<file path="config.mk">
export PLATFORM = sky130hd
export DESIGN_NAME = fixed_step_tick_scheduler_top_flat
export DESIGN_NICKNAME = d
export VERILOG_FILES = /design/src/hw/rtl/fsts_pkg.sv /design/src/hw/rtl/fsts_if.sv /design/src/hw/rtl/fsts_ctrl.sv /design/src/hw/rtl/fsts_dp.sv /design/src/hw/rtl/fixed_step_tick_scheduler_top.sv /design/src/flat_wrapper.sv
export SDC_FILE = /design/constraint.sdc
export NUM_CORES = 2
export LEC_CHECK = 0
export BUFFER_PORTS_ARGS = -buffer_cell sky130_fd_sc_hd__clkbuf_2
export CAP_MARGIN = 0
export CORE_ASPECT_RATIO = 1.1
export CORE_MARGIN = 2
export CORE_UTILIZATION = 54
export CTS_CLUSTER_DIAMETER = 50
export CTS_CLUSTER_SIZE = 25
export DETAILED_ROUTE_END_ITERATION = 12
export GPL_ROUTABILITY_DRIVEN = 0
export HOLD_SLACK_MARGIN = 0.1
export PLACE_DENSITY = 0.71
export SLEW_MARGIN = 30
export SYNTH_ARGS = -nofsm -noshare
export SYNTH_HDL_FRONTEND = slang
export SYNTH_SLANG_ARGS = --single-unit
</file>
<file path="constraint.sdc">
create_clock -name i_clk -period 8.1 [get_ports i_clk]
set_clock_uncertainty 0.1 [all_clocks]
set_input_delay 0.81 -clock i_clk [delete_from_list [all_inputs] [get_ports i_clk]]
set_output_delay 0.81 -clock i_clk [all_outputs]
set_load 0.03 [all_outputs]
</file>
<file path="src/hw/rtl/fsts_pkg.sv">
// fsts_pkg: shared types, codes and defaults of the fixed-step tick scheduler
`default_nettype none
package fsts_pkg;

    localparam int unsigned MAX_ENTRIES_DEF   = 16;
    localparam int unsigned TIME_BITS_DEF     = 24;
    localparam int unsigned FRACTION_BITS_DEF = 16;
    localparam int unsigned ID_BITS_DEF       = 16;
    localparam int unsigned CATCH_UP_BITS     = 8;
    localparam logic [CATCH_UP_BITS-1:0] CATCH_UP_RESET = 8'd8;

    typedef enum logic [1:0] {
        ACT_ADD     = 2'd0,
        ACT_REMOVE  = 2'd1,
        ACT_CLEAR   = 2'd2,
        ACT_ADVANCE = 2'd3
    } t_action;

    typedef enum logic [3:0] {
        S_IDLE,
        S_DISPATCH,
        S_ADD_OUT,
        S_FULL_OUT,
        S_RM_RD,
        S_RM_CMP,
        S_SH_RD,
        S_SH_WR,
        S_AD_RD,
        S_AD_LOAD,
        S_AD_DIV,
        S_AD_OUT
    } t_state;

    typedef struct packed {
        logic latch_in;
        logic cnt_inc;
        logic cnt_dec;
        logic cnt_clr;
        logic idx_clr;
        logic idx_inc;
        logic rd_next;
        logic wr_add;
        logic wr_shift;
        logic wr_back;
        logic div_start;
        logic div_step;
        logic out_add;
        logic out_full;
        logic out_adv;
    } t_cmd;

    typedef struct packed {
        t_action act;
        logic    id_zero;
        logic    full;
        logic    empty;
        logic    match;
        logic    idx_last;
        logic    idx_last2;
        logic    ticking;
        logic    div_done;
        logic    out_free;
    } t_sts;

endpackage
`default_nettype wire

</file>
<file path="src/hw/rtl/fsts_if.sv">
// fsts_in_if and fsts_out_if: request and result channels
`default_nettype none
interface fsts_in_if #(
    parameter int unsigned ID_BITS   = fsts_pkg::ID_BITS_DEF,
    parameter int unsigned TIME_BITS = fsts_pkg::TIME_BITS_DEF
);
    logic                 valid;
    logic                 ready;
    logic [1:0]           action;
    logic [ID_BITS-1:0]   client_id;
    logic [TIME_BITS-1:0] interval;
    logic                 wants_tick;
    logic                 wants_update;
    logic                 wants_attach;
    logic [TIME_BITS-1:0] elapsed;

    modport source (output valid, action, client_id, interval, wants_tick, wants_update,
                    wants_attach, elapsed, input ready);
    modport sink (input valid, action, client_id, interval, wants_tick, wants_update,
                  wants_attach, elapsed, output ready);
endinterface

interface fsts_out_if #(
    parameter int unsigned ID_BITS       = fsts_pkg::ID_BITS_DEF,
    parameter int unsigned TIME_BITS     = fsts_pkg::TIME_BITS_DEF,
    parameter int unsigned FRACTION_BITS = fsts_pkg::FRACTION_BITS_DEF
);
    logic                                   valid;
    logic                                   ready;
    logic [ID_BITS-1:0]                     out_client;
    logic [fsts_pkg::CATCH_UP_BITS-1:0]     tick_count;
    logic [TIME_BITS-1:0]                   tick_length;
    logic [FRACTION_BITS-1:0]               phase_fraction;
    logic                                   call_update;
    logic                                   call_attach;
    logic                                   table_full;
    logic                                   last;

    modport source (output valid, out_client, tick_count, tick_length, phase_fraction,
                    call_update, call_attach, table_full, last, input ready);
    modport sink (input valid, out_client, tick_count, tick_length, phase_fraction,
                  call_update, call_attach, table_full, last, output ready);
endinterface
`default_nettype wire

</file>
<file path="src/hw/rtl/fsts_ctrl.sv">
// fsts_ctrl: sequencing state machine for add, remove, clear and advance
`default_nettype none
module fsts_ctrl (
    input  wire logic           i_clk,
    input  wire logic           i_rst_n,
    input  wire logic           i_in_valid,
    output logic                o_in_ready,
    input  wire fsts_pkg::t_sts i_sts,
    output fsts_pkg::t_cmd      o_cmd
);

    fsts_pkg::t_state r_state;
    fsts_pkg::t_state n_state;

    always_ff @(posedge i_clk) begin
        if (!i_rst_n) begin
            r_state <= fsts_pkg::S_IDLE;
        end else begin
            r_state <= n_state;
        end
    end

    always_comb begin
        n_state    = r_state;
        o_cmd      = '0;
        o_in_ready = 1'b0;
        case (r_state)
            fsts_pkg::S_IDLE: begin
                o_in_ready = 1'b1;
                if (i_in_valid) begin
                    o_cmd.latch_in = 1'b1;
                    n_state        = fsts_pkg::S_DISPATCH;
                end
            end
            fsts_pkg::S_DISPATCH: begin
                case (i_sts.act)
                    fsts_pkg::ACT_ADD: begin
                        if (i_sts.id_zero) begin
                            n_state = fsts_pkg::S_IDLE;
                        end else if (i_sts.full) begin
                            n_state = fsts_pkg::S_FULL_OUT;
                        end else begin
                            o_cmd.wr_add  = 1'b1;
                            o_cmd.cnt_inc = 1'b1;
                            n_state       = fsts_pkg::S_ADD_OUT;
                        end
                    end
                    fsts_pkg::ACT_REMOVE: begin
                        if (i_sts.id_zero || i_sts.empty) begin
                            n_state = fsts_pkg::S_IDLE;
                        end else begin
                            o_cmd.idx_clr = 1'b1;
                            n_state       = fsts_pkg::S_RM_RD;
                        end
                    end
                    fsts_pkg::ACT_CLEAR: begin
                        o_cmd.cnt_clr = 1'b1;
                        n_state       = fsts_pkg::S_IDLE;
                    end
                    default: begin
                        if (i_sts.empty) begin
                            n_state = fsts_pkg::S_IDLE;
                        end else begin
                            o_cmd.idx_clr = 1'b1;
                            n_state       = fsts_pkg::S_AD_RD;
                        end
                    end
                endcase
            end
            fsts_pkg::S_ADD_OUT: begin
                if (i_sts.out_free) begin
                    o_cmd.out_add = 1'b1;
                    n_state       = fsts_pkg::S_IDLE;
                end
            end
            fsts_pkg::S_FULL_OUT: begin
                if (i_sts.out_free) begin
                    o_cmd.out_full = 1'b1;
                    n_state        = fsts_pkg::S_IDLE;
                end
            end
            fsts_pkg::S_RM_RD: begin
                n_state = fsts_pkg::S_RM_CMP;
            end
            fsts_pkg::S_RM_CMP: begin
                if (i_sts.match) begin
                    if (i_sts.idx_last) begin
                        o_cmd.cnt_dec = 1'b1;
                        n_state       = fsts_pkg::S_IDLE;
                    end else begin
                        n_state = fsts_pkg::S_SH_RD;
                    end
                end else if (i_sts.idx_last) begin
                    n_state = fsts_pkg::S_IDLE;
                end else begin
                    o_cmd.idx_inc = 1'b1;
                    n_state       = fsts_pkg::S_RM_RD;
                end
            end
            fsts_pkg::S_SH_RD: begin
                o_cmd.rd_next = 1'b1;
                n_state       = fsts_pkg::S_SH_WR;
            end
            fsts_pkg::S_SH_WR: begin
                o_cmd.wr_shift = 1'b1;
                o_cmd.idx_inc  = 1'b1;
                if (i_sts.idx_last2) begin
                    o_cmd.cnt_dec = 1'b1;
                    n_state       = fsts_pkg::S_IDLE;
                end else begin
                    n_state = fsts_pkg::S_SH_RD;
                end
            end
            fsts_pkg::S_AD_RD: begin
                n_state = fsts_pkg::S_AD_LOAD;
            end
            fsts_pkg::S_AD_LOAD: begin
                if (i_sts.ticking) begin
                    o_cmd.div_start = 1'b1;
                    n_state         = fsts_pkg::S_AD_DIV;
                end else begin
                    n_state = fsts_pkg::S_AD_OUT;
                end
            end
            fsts_pkg::S_AD_DIV: begin
                if (i_sts.div_done) begin
                    n_state = fsts_pkg::S_AD_OUT;
                end else begin
                    o_cmd.div_step = 1'b1;
                end
            end
            fsts_pkg::S_AD_OUT: begin
                if (i_sts.out_free) begin
                    o_cmd.out_adv = 1'b1;
                    o_cmd.wr_back = 1'b1;
                    if (i_sts.idx_last) begin
                        n_state = fsts_pkg::S_IDLE;
                    end else begin
                        o_cmd.idx_inc = 1'b1;
                        n_state       = fsts_pkg::S_AD_RD;
                    end
                end
            end
            default: begin
                n_state = fsts_pkg::S_IDLE;
            end
        endcase
    end

endmodule
`default_nettype wire

</file>
<file path="src/hw/rtl/fsts_dp.sv">
// fsts_dp: entry table, serial divider, request latch and result register
`default_nettype none
module fsts_dp #(
    parameter int unsigned MAX_ENTRIES   = fsts_pkg::MAX_ENTRIES_DEF,
    parameter int unsigned TIME_BITS     = fsts_pkg::TIME_BITS_DEF,
    parameter int unsigned FRACTION_BITS = fsts_pkg::FRACTION_BITS_DEF,
    parameter int unsigned ID_BITS       = fsts_pkg::ID_BITS_DEF
) (
    input  wire logic                               i_clk,
    input  wire logic                               i_rst_n,
    input  wire logic                               i_cfg_we,
    input  wire logic [fsts_pkg::CATCH_UP_BITS-1:0] i_cfg_data,
    input  wire fsts_pkg::t_cmd                     i_cmd,
    output fsts_pkg::t_sts                          o_sts,
    fsts_in_if.sink                                 i_in,
    fsts_out_if.source                              o_out
);

    localparam int unsigned IW = (MAX_ENTRIES > 1) ? $clog2(MAX_ENTRIES) : 1;
    localparam int unsigned CW = $clog2(MAX_ENTRIES + 1);
    localparam int unsigned AW = TIME_BITS + 1;
    localparam int unsigned EW = ID_BITS + TIME_BITS + AW + 2;
    localparam int unsigned DS = AW + FRACTION_BITS;
    localparam int unsigned SW = $clog2(DS + 1);
    localparam int unsigned MB = fsts_pkg::CATCH_UP_BITS;

    logic [MB-1:0]         r_max;
    fsts_pkg::t_action     r_act;
    logic [ID_BITS-1:0]    r_id;
    logic [TIME_BITS-1:0]  r_iv_in;
    logic [1:0]            r_flags_in;
    logic                  r_att;
    logic [TIME_BITS-1:0]  r_elapsed;
    logic [CW-1:0]         r_count;
    logic [IW-1:0]         r_idx;
    logic [EW-1:0]         r_mem [MAX_ENTRIES];
    logic [EW-1:0]         r_rdata;
    logic [TIME_BITS-1:0]  r_rem;
    logic [DS-1:0]         r_div;
    logic [DS-1:0]         r_quo;
    logic [SW-1:0]         r_step;
    logic [AW-1:0]         r_acc_new;
    logic                  r_o_valid;
    logic [ID_BITS-1:0]    r_o_client;
    logic [MB-1:0]         r_o_ticks;
    logic [TIME_BITS-1:0]  r_o_len;
    logic [FRACTION_BITS-1:0] r_o_frac;
    logic                  r_o_upd;
    logic                  r_o_att;
    logic                  r_o_full;
    logic                  r_o_last;

    logic [ID_BITS-1:0]    e_id;
    logic [TIME_BITS-1:0]  e_iv;
    logic [AW-1:0]         e_acc;
    logic [1:0]            e_flags;
    logic [IW-1:0]         raddr;
    logic [IW-1:0]         waddr;
    logic [EW-1:0]         wdata;
    logic                  wen;
    logic [AW-1:0]         sum;
    logic [AW-1:0]         rem_sh;
    logic [AW-1:0]         rem_diff;
    logic                  ge;
    logic [TIME_BITS-1:0]  n_rem;
    logic [AW-1:0]         quot;
    logic [MB-1:0]         ticks;
    logic                  ticking;
    logic [CW:0]           idx_p1;
    logic [CW:0]           idx_p2;
    logic                  out_free;

    assign {e_id, e_iv, e_acc, e_flags} = r_rdata;
    assign ticking = e_flags[0] && (e_iv != '0);
    assign idx_p1  = (CW + 1)'(r_idx) + (CW + 1)'(1);
    assign idx_p2  = (CW + 1)'(r_idx) + (CW + 1)'(2);
    assign out_free = !r_o_valid || o_out.ready;
    assign raddr   = i_cmd.rd_next ? idx_p1[IW-1:0] : r_idx;

    always_comb begin
        wen   = 1'b0;
        waddr = r_idx;
        wdata = r_rdata;
        if (i_cmd.wr_add) begin
            wen   = 1'b1;
            waddr = r_count[IW-1:0];
            wdata = {r_id, r_iv_in, {AW{1'b0}}, r_flags_in};
        end else if (i_cmd.wr_shift) begin
            wen = 1'b1;
        end else if (i_cmd.wr_back) begin
            wen   = 1'b1;
            wdata = {e_id, e_iv, (ticking ? r_acc_new : e_acc), e_flags};
        end
    end

    always_ff @(posedge i_clk) begin
        if (wen) begin
            r_mem[waddr] <= wdata;
        end
        r_rdata <= r_mem[raddr];
    end

    assign sum      = e_acc + AW'(r_elapsed);
    assign rem_sh   = {r_rem, r_div[DS-1]};
    assign rem_diff = rem_sh - {1'b0, e_iv};
    assign ge       = rem_sh >= {1'b0, e_iv};
    assign n_rem    = ge ? rem_diff[TIME_BITS-1:0] : rem_sh[TIME_BITS-1:0];
    assign quot     = r_quo[DS-1:FRACTION_BITS];
    assign ticks    = (quot > AW'(r_max)) ? r_max : quot[MB-1:0];

    always_ff @(posedge i_clk) begin
        if (i_cmd.div_start) begin
            r_div  <= {sum, {FRACTION_BITS{1'b0}}};
            r_rem  <= '0;
            r_quo  <= '0;
            r_step <= '0;
        end else if (i_cmd.div_step) begin
            r_div  <= {r_div[DS-2:0], 1'b0};
            r_rem  <= n_rem;
            r_quo  <= {r_quo[DS-2:0], ge};
            r_step <= r_step + SW'(1);
            if (r_step == SW'(AW - 1)) begin
                r_acc_new <= {1'b0, n_rem};
            end
        end
    end

    always_ff @(posedge i_clk) begin
        if (i_cmd.latch_in) begin
            r_act      <= fsts_pkg::t_action'(i_in.action);
            r_id       <= i_in.client_id;
            r_iv_in    <= i_in.interval;
            r_flags_in <= {i_in.wants_update, i_in.wants_tick};
            r_att      <= i_in.wants_attach;
            r_elapsed  <= i_in.elapsed;
        end
    end

    always_ff @(posedge i_clk) begin
        if (!i_rst_n) begin
            r_max   <= fsts_pkg::CATCH_UP_RESET;
            r_count <= '0;
            r_idx   <= '0;
        end else begin
            if (i_cfg_we) begin
                r_max <= i_cfg_data;
            end
            if (i_cmd.cnt_clr) begin
                r_count <= '0;
            end else if (i_cmd.cnt_inc) begin
                r_count <= r_count + CW'(1);
            end else if (i_cmd.cnt_dec) begin
                r_count <= r_count - CW'(1);
            end
            if (i_cmd.idx_clr) begin
                r_idx <= '0;
            end else if (i_cmd.idx_inc) begin
                r_idx <= r_idx + IW'(1);
            end
        end
    end

    always_ff @(posedge i_clk) begin
        if (!i_rst_n) begin
            r_o_valid <= 1'b0;
        end else if (i_cmd.out_add || i_cmd.out_full || i_cmd.out_adv) begin
            r_o_valid <= 1'b1;
        end else if (o_out.ready) begin
            r_o_valid <= 1'b0;
        end
    end

    always_ff @(posedge i_clk) begin
        if (i_cmd.out_add || i_cmd.out_full) begin
            r_o_client <= r_id;
            r_o_ticks  <= '0;
            r_o_len    <= r_iv_in;
            r_o_frac   <= '0;
            r_o_upd    <= 1'b0;
            r_o_att    <= i_cmd.out_add && r_att;
            r_o_full   <= i_cmd.out_full;
            r_o_last   <= 1'b1;
        end else if (i_cmd.out_adv) begin
            r_o_client <= e_id;
            r_o_ticks  <= ticking ? ticks : '0;
            r_o_len    <= e_iv;
            r_o_frac   <= ticking ? r_quo[FRACTION_BITS-1:0] : '0;
            r_o_upd    <= e_flags[1];
            r_o_att    <= 1'b0;
            r_o_full   <= 1'b0;
            r_o_last   <= idx_p1 == (CW + 1)'(r_count);
        end
    end

    assign o_out.valid          = r_o_valid;
    assign o_out.out_client     = r_o_client;
    assign o_out.tick_count     = r_o_ticks;
    assign o_out.tick_length    = r_o_len;
    assign o_out.phase_fraction = r_o_frac;
    assign o_out.call_update    = r_o_upd;
    assign o_out.call_attach    = r_o_att;
    assign o_out.table_full     = r_o_full;
    assign o_out.last           = r_o_last;

    always_comb begin
        o_sts           = '0;
        o_sts.act       = r_act;
        o_sts.id_zero   = r_id == '0;
        o_sts.full      = r_count == CW'(MAX_ENTRIES);
        o_sts.empty     = r_count == '0;
        o_sts.match     = e_id == r_id;
        o_sts.idx_last  = idx_p1 == (CW + 1)'(r_count);
        o_sts.idx_last2 = idx_p2 == (CW + 1)'(r_count);
        o_sts.ticking   = ticking;
        o_sts.div_done  = r_step == SW'(DS);
        o_sts.out_free  = out_free;
    end

endmodule
`default_nettype wire

</file>
<file path="src/hw/rtl/fixed_step_tick_scheduler_top.sv">
// fixed_step_tick_scheduler_top: client table with fixed-step tick scheduling
`default_nettype none
// One request is handled at a time; the block takes a new request once the
// previous one is done, even while its last result still waits to be taken.
// Add writes the entry, or flags a full table, and posts its result; clear only
// resets the count. Remove reads and compares entries up to the match, then
// moves each later one down with a read and a write. Advance reads each entry,
// divides if it ticks and posts its result: the tick count, the new accumulator
// and the phase come from one restoring divider that retires one quotient bit a
// cycle. Results are held in an output register, so a stalled sink only pauses the walk.
module fixed_step_tick_scheduler_top #(
    parameter int unsigned MAX_ENTRIES   = fsts_pkg::MAX_ENTRIES_DEF,
    parameter int unsigned TIME_BITS     = fsts_pkg::TIME_BITS_DEF,
    parameter int unsigned FRACTION_BITS = fsts_pkg::FRACTION_BITS_DEF,
    parameter int unsigned ID_BITS       = fsts_pkg::ID_BITS_DEF
) (
    input  wire logic                               i_clk,
    input  wire logic                               i_rst_n,
    input  wire logic                               i_cfg_we,
    input  wire logic [fsts_pkg::CATCH_UP_BITS-1:0] i_cfg_data,
    fsts_in_if.sink                                 i_in,
    fsts_out_if.source                              o_out
);

    fsts_pkg::t_cmd cmd;
    fsts_pkg::t_sts sts;

    fsts_ctrl u_ctrl (
        .i_clk      (i_clk),
        .i_rst_n    (i_rst_n),
        .i_in_valid (i_in.valid),
        .o_in_ready (i_in.ready),
        .i_sts      (sts),
        .o_cmd      (cmd)
    );

    fsts_dp #(
        .MAX_ENTRIES   (MAX_ENTRIES),
        .TIME_BITS     (TIME_BITS),
        .FRACTION_BITS (FRACTION_BITS),
        .ID_BITS       (ID_BITS)
    ) u_dp (
        .i_clk      (i_clk),
        .i_rst_n    (i_rst_n),
        .i_cfg_we   (i_cfg_we),
        .i_cfg_data (i_cfg_data),
        .i_cmd      (cmd),
        .o_sts      (sts),
        .i_in       (i_in),
        .o_out      (o_out)
    );

`ifndef SYNTHESIS
    a_no_add_when_full: assert property (@(posedge i_clk) disable iff (!i_rst_n)
        cmd.cnt_inc |-> !sts.full)
        else $error("entry appended to a full table");

    a_result_slot_free: assert property (@(posedge i_clk) disable iff (!i_rst_n)
        (cmd.out_add || cmd.out_full || cmd.out_adv) |-> sts.out_free)
        else $error("result register overwritten before it was taken");

    a_div_no_overrun: assert property (@(posedge i_clk) disable iff (!i_rst_n)
        cmd.div_step |-> !sts.div_done)
        else $error("divider stepped past its last quotient bit");

    a_ready_after_load: assert property (@(posedge i_clk) disable iff (!i_rst_n)
        cmd.latch_in |=> !i_in.ready)
        else $error("request taken while the previous one is still open");
`endif

endmodule
`default_nettype wire
</file>
<file path="src/flat_wrapper.sv">
// flat-port wrapper written by rule: the top's interface ports become plain ports
module fixed_step_tick_scheduler_top_flat 
#(
    parameter int unsigned MAX_ENTRIES   = fsts_pkg::MAX_ENTRIES_DEF,
    parameter int unsigned TIME_BITS     = fsts_pkg::TIME_BITS_DEF,
    parameter int unsigned FRACTION_BITS = fsts_pkg::FRACTION_BITS_DEF,
    parameter int unsigned ID_BITS       = fsts_pkg::ID_BITS_DEF
)
  (i_clk, i_rst_n, i_cfg_we, i_cfg_data, i_in_valid, i_in_action, i_in_client_id, i_in_interval, i_in_wants_tick, i_in_wants_update, i_in_wants_attach, i_in_elapsed, i_in_ready, o_out_valid, o_out_out_client, o_out_tick_count, o_out_tick_length, o_out_phase_fraction, o_out_call_update, o_out_call_attach, o_out_table_full, o_out_last, o_out_ready);
  fsts_in_if #(.ID_BITS(ID_BITS), .TIME_BITS(TIME_BITS)) i_in_i ();
  fsts_out_if #(.ID_BITS(ID_BITS), .TIME_BITS(TIME_BITS), .FRACTION_BITS(FRACTION_BITS)) o_out_i ();
  input  wire logic i_clk;
  input  wire logic i_rst_n;
  input  wire logic i_cfg_we;
  input  wire logic [fsts_pkg::CATCH_UP_BITS-1:0] i_cfg_data;
  input wire logic [$bits(i_in_i.valid)-1:0] i_in_valid;
  input wire logic [$bits(i_in_i.action)-1:0] i_in_action;
  input wire logic [$bits(i_in_i.client_id)-1:0] i_in_client_id;
  input wire logic [$bits(i_in_i.interval)-1:0] i_in_interval;
  input wire logic [$bits(i_in_i.wants_tick)-1:0] i_in_wants_tick;
  input wire logic [$bits(i_in_i.wants_update)-1:0] i_in_wants_update;
  input wire logic [$bits(i_in_i.wants_attach)-1:0] i_in_wants_attach;
  input wire logic [$bits(i_in_i.elapsed)-1:0] i_in_elapsed;
  output wire logic [$bits(i_in_i.ready)-1:0] i_in_ready;
  output wire logic [$bits(o_out_i.valid)-1:0] o_out_valid;
  output wire logic [$bits(o_out_i.out_client)-1:0] o_out_out_client;
  output wire logic [$bits(o_out_i.tick_count)-1:0] o_out_tick_count;
  output wire logic [$bits(o_out_i.tick_length)-1:0] o_out_tick_length;
  output wire logic [$bits(o_out_i.phase_fraction)-1:0] o_out_phase_fraction;
  output wire logic [$bits(o_out_i.call_update)-1:0] o_out_call_update;
  output wire logic [$bits(o_out_i.call_attach)-1:0] o_out_call_attach;
  output wire logic [$bits(o_out_i.table_full)-1:0] o_out_table_full;
  output wire logic [$bits(o_out_i.last)-1:0] o_out_last;
  input wire logic [$bits(o_out_i.ready)-1:0] o_out_ready;
  assign i_in_i.valid = i_in_valid;
  assign i_in_i.action = i_in_action;
  assign i_in_i.client_id = i_in_client_id;
  assign i_in_i.interval = i_in_interval;
  assign i_in_i.wants_tick = i_in_wants_tick;
  assign i_in_i.wants_update = i_in_wants_update;
  assign i_in_i.wants_attach = i_in_wants_attach;
  assign i_in_i.elapsed = i_in_elapsed;
  assign i_in_ready = i_in_i.ready;
  assign o_out_valid = o_out_i.valid;
  assign o_out_out_client = o_out_i.out_client;
  assign o_out_tick_count = o_out_i.tick_count;
  assign o_out_tick_length = o_out_i.tick_length;
  assign o_out_phase_fraction = o_out_i.phase_fraction;
  assign o_out_call_update = o_out_i.call_update;
  assign o_out_call_attach = o_out_i.call_attach;
  assign o_out_table_full = o_out_i.table_full;
  assign o_out_last = o_out_i.last;
  assign o_out_i.ready = o_out_ready;
  fixed_step_tick_scheduler_top #(.MAX_ENTRIES(MAX_ENTRIES), .TIME_BITS(TIME_BITS), .FRACTION_BITS(FRACTION_BITS), .ID_BITS(ID_BITS)) u_core (.i_clk(i_clk), .i_rst_n(i_rst_n), .i_cfg_we(i_cfg_we), .i_cfg_data(i_cfg_data), .i_in(i_in_i), .o_out(o_out_i));
endmodule
</file>
==> flow_summary.json <==
{
  "outcome": "finished, final reports clean",
  "cts-root-buf": "clkbuf_16",
  "netlist_area_sq_um": 55800,
  "max_freq_ghz": 0.190,
  "vdd.ir_drop.worst_mv": 0.173,
  "worstPathCellList": "nor4_1 > nand4_1 > nand4b_1 > nor2_1 > and2_4 > clkinv_1 > buf_4 > nor3b_1 > a31oi_1 > nor2_4 > buf_4 > buf_4",
  "setup_violations": 0,
  "dieWidth_um": 310,
  "worstPathRequired_ns": 8.35,
  "cts_htree_levels": 3,
  "yosys_warnings": 0,
  "cts_hold_buf": 0,
  "async_reset_ff_frac": 0,
  "criticalPathCategory": "reg -> reg",
  "dp.final_hpwl_um": 75000,
  "p_per_area_nw_per_um2": 233,
  "clkSinkCount": 1418,
  "synthFlopType": "edfxtp_1",
  "seqCellArea_sq_um": 40700,
  "crit_path_max_fanout": 57,
  "n_fill_cell": 7032,
  "rsz0062_at_grt": "no",
  "multi_input_area_sq_um": 14500,
  "relSlewSlack": 0.322,
  "drt-initial-drc-count": 3591,
  "synth_cells": 3032,
  "yosysUniqueCellTypes": 66,
  "numPortBuffers": 151,
  "worstRegToRegCells": 12,
  "cp_slowest_stage_delay_ns": 0.73,
  "synth_seq_cells": 1418,
  "worst_setup_path_end_kind": "flip-flop",
  "grt_max_degree": 149,
  "setup_tns_ns": 0,
  "totalWireLength_um": 129000,
  "dieHeight_um": 341,
  "viasPerCell": 6.21,
  "clock_path_buffers": 3,
  "cp.arrival_ns": 5.50,
  "slew_violations": 0,
  "maxCapViolCount": 0,
  "ant_nets": 0,
  "slowest_stage": "and2_4",
  "firstDrtPassIters": 8,
  "post-route-util": 0.615,
  "start_util": 0.545,
  "synthesis.nets": 3184,
  "post_cts_buffers": 0,
  "grt-ovfl-total": 0,
  "clk_latency_ns": 0.73,
  "cts_tree": "yes",
  "wl_per_cell_um": 27.4,
  "core_area_sq_um": 102000,
  "area_delta_synth_final_pct": 12.9,
  "die-area_sq_um": 106000,
  "drive_above_1_share": 0.269,
  "synth_edf_count": 1232,
  "cts_resized": 0,
  "worst_pin_slew_ns": 1.01,
  "yosysSeqAreaShare": 0.730,
  "hold_viol": 0,
  "first_global_vias": 29605,
  "fin_crit_sh": 0.649,
  "ios": 152,
  "nNetsFinal": 3380,
  "path_clk_slew_ns": 0.08,
  "whs_path_depth": 1,
  "remaining_drc_errors": 0,
  "hp-class": "in -> reg",
  "start_kind": "flip-flop",
  "rows": 123,
  "grt_first_pass_wirelength_um": 191000,
  "cts_buffers": 117,
  "via_count": 29230,
  "antenna_found_initial": 2,
  "p_leak_nw": 21.4,
  "grtUsageTotal": 0.246,
  "crit_top_cell": "buf_4",
  "syn_avg_cell_area_sq_um": 18.4,
  "min_period_ns": 5.26
}
-- registers in the layout, indices dropped and copies added (netlist names), 6 cells and up --
register,cells
u_core.u_dp.r_mem,1072
u_core.u_dp.r_rdata,67
u_core.u_dp.r_quo,41
u_core.u_dp.r_div,25
u_core.u_dp.o_out.tick_length,24
u_core.u_dp.r_acc_new,24
u_core.u_dp.r_elapsed,24
u_core.u_dp.r_iv_in,24
u_core.u_dp.r_rem,24
u_core.u_dp.o_out.out_client,16
u_core.u_dp.o_out.phase_fraction,16
u_core.u_dp.r_id,16
u_core.u_dp.o_out.tick_count,8
u_core.u_dp.r_max,8
u_core.u_dp.r_step,6
-- cell usage after synthesis, types with 17 or more instances --
| cell type | instances | area share |
|---|---|---|
| inv_1 | 58 | 0.0039 |
| nor4_1 | 17 | 0.0019 |
| nand3_1 | 29 | 0.0026 |
| buf_2 | 29 | 0.0026 |
| a21oi_1 | 91 | 0.0082 |
| nand2_1 | 295 | 0.020 |
| o21ai_0 | 122 | 0.011 |
| mux2_2 | 47 | 0.0095 |
| edfxtp_1 | 1232 | 0.66 |
| a22o_1 | 35 | 0.0055 |
| xor2_1 | 30 | 0.0047 |
| ha_1 | 67 | 0.015 |
| xnor2_1 | 48 | 0.0075 |
| nor2_1 | 90 | 0.0061 |
| clkbuf_1 | 99 | 0.0067 |
| dfxtp_1 | 186 | 0.067 |
| a21o_1 | 21 | 0.0028 |
| mux4_2 | 335 | 0.14 |
-- cell families after synthesis --
kind of cell / Yosys count / share of synthesized area
simple gates: 508 / 0.0392
buf+inv: 206 / 0.0149
mux: 393 / 0.147
xor+xnor: 78 / 0.0123
compound gates: 359 / 0.0403
flops: 1418 / 0.730
fa+ha+maj: 70 / 0.0161
-- per-layer routing --
metal  up-vias  part of all wire  track usage
met4         2             0.030       0.0805
met5         -           0.00010            0
met3       226             0.079       0.0432
met2      1299              0.49        0.398
met1     15213              0.40        0.344
li1      12490                 -            -
-- final cells by class --
cell class              count  share of cell area
clock inverters            98              0.0187
multi-input cells        1408               0.231
inverters                  60             0.00358
flip-flops and latches   1418               0.647
clock buffers             126              0.0477
repair buffers            223              0.0245
diodes                      1           0.0000398
well taps                1375              0.0273
-- report_power, final --
part / total (W) / switching, W / leakage, nW / internal, W
clock: 0.00603 / 0.00291 / 2.02 / 0.00312
sequential: 0.00810 / 0.0000638 / 12.7 / 0.00804
combinational: 0.000515 / 0.000342 / 6.73 / 0.000172
-- final timing paths --
check	to	startpoint	slack, ns
max	u_core.u_dp.r_mem[6][38]$_DFFE_PP_	u_core.u_dp.r_id[2]$_DFFE_PP_	2.84
min	u_core.u_dp.r_flags_in[0]$_DFFE_PP_	i_in_wants_tick	0.16
max reg2reg	u_core.u_dp.r_mem[6][38]$_DFFE_PP_	u_core.u_dp.r_id[2]$_DFFE_PP_	2.84
min reg2reg	u_core.u_dp.o_out.tick_count[0]$_SDFFE_PN0P_	u_core.u_dp.o_out.tick_count[0]$_SDFFE_PN0P_	0.37
-- stage by stage --
stage	hold WS, ns	instances	setup slack, ns	power (W)	cell area, sq um
finish	0.160	4709	2.84	0.0146	62900
global route	0.148	4708	2.45	0.0151	62900
CTS	0.126	4706	2.90	0.0147	62700
detailed placement	0.351	4482	2.93	0.00877	58600
global placement	0.340	4472	3.00	0.00874	58400
floorplan	0.336	3032	2.81	0.00856	55800
-- cell usage in the layout (no fill, tap or decap), types with 27 or more instances in the layout --
cell type / Yosys / routed
xor2_1: 30 / 29
a21oi_1: 91 / 67
dfxtp_1: 186 / 186
clkbuf_2: 0 / 151
edfxtp_1: 1232 / 1232
nand3_1: 29 / 27
mux2_2: 47 / 47
nand2_1: 295 / 295
xnor2_1: 48 / 46
buf_4: 0 / 48
clkbuf_16: 0 / 118
o21ai_0: 122 / 111
a22o_1: 35 / 35
nor2_1: 90 / 73
ha_1: 67 / 67
mux4_2: 335 / 335
inv_1: 58 / 56
-- worst max-delay path: cells and delay by family (launching register included) --
family | cells | cell delay [ns]
buffers and inverters | 4 | 1.90
and+or+nand+nor | 7 | 2.20
AOI/OAI and AO/OA | 1 | 0.19
DFF | 1 | 0.42
Note: power is estimated with default switching activity, not from simulation.
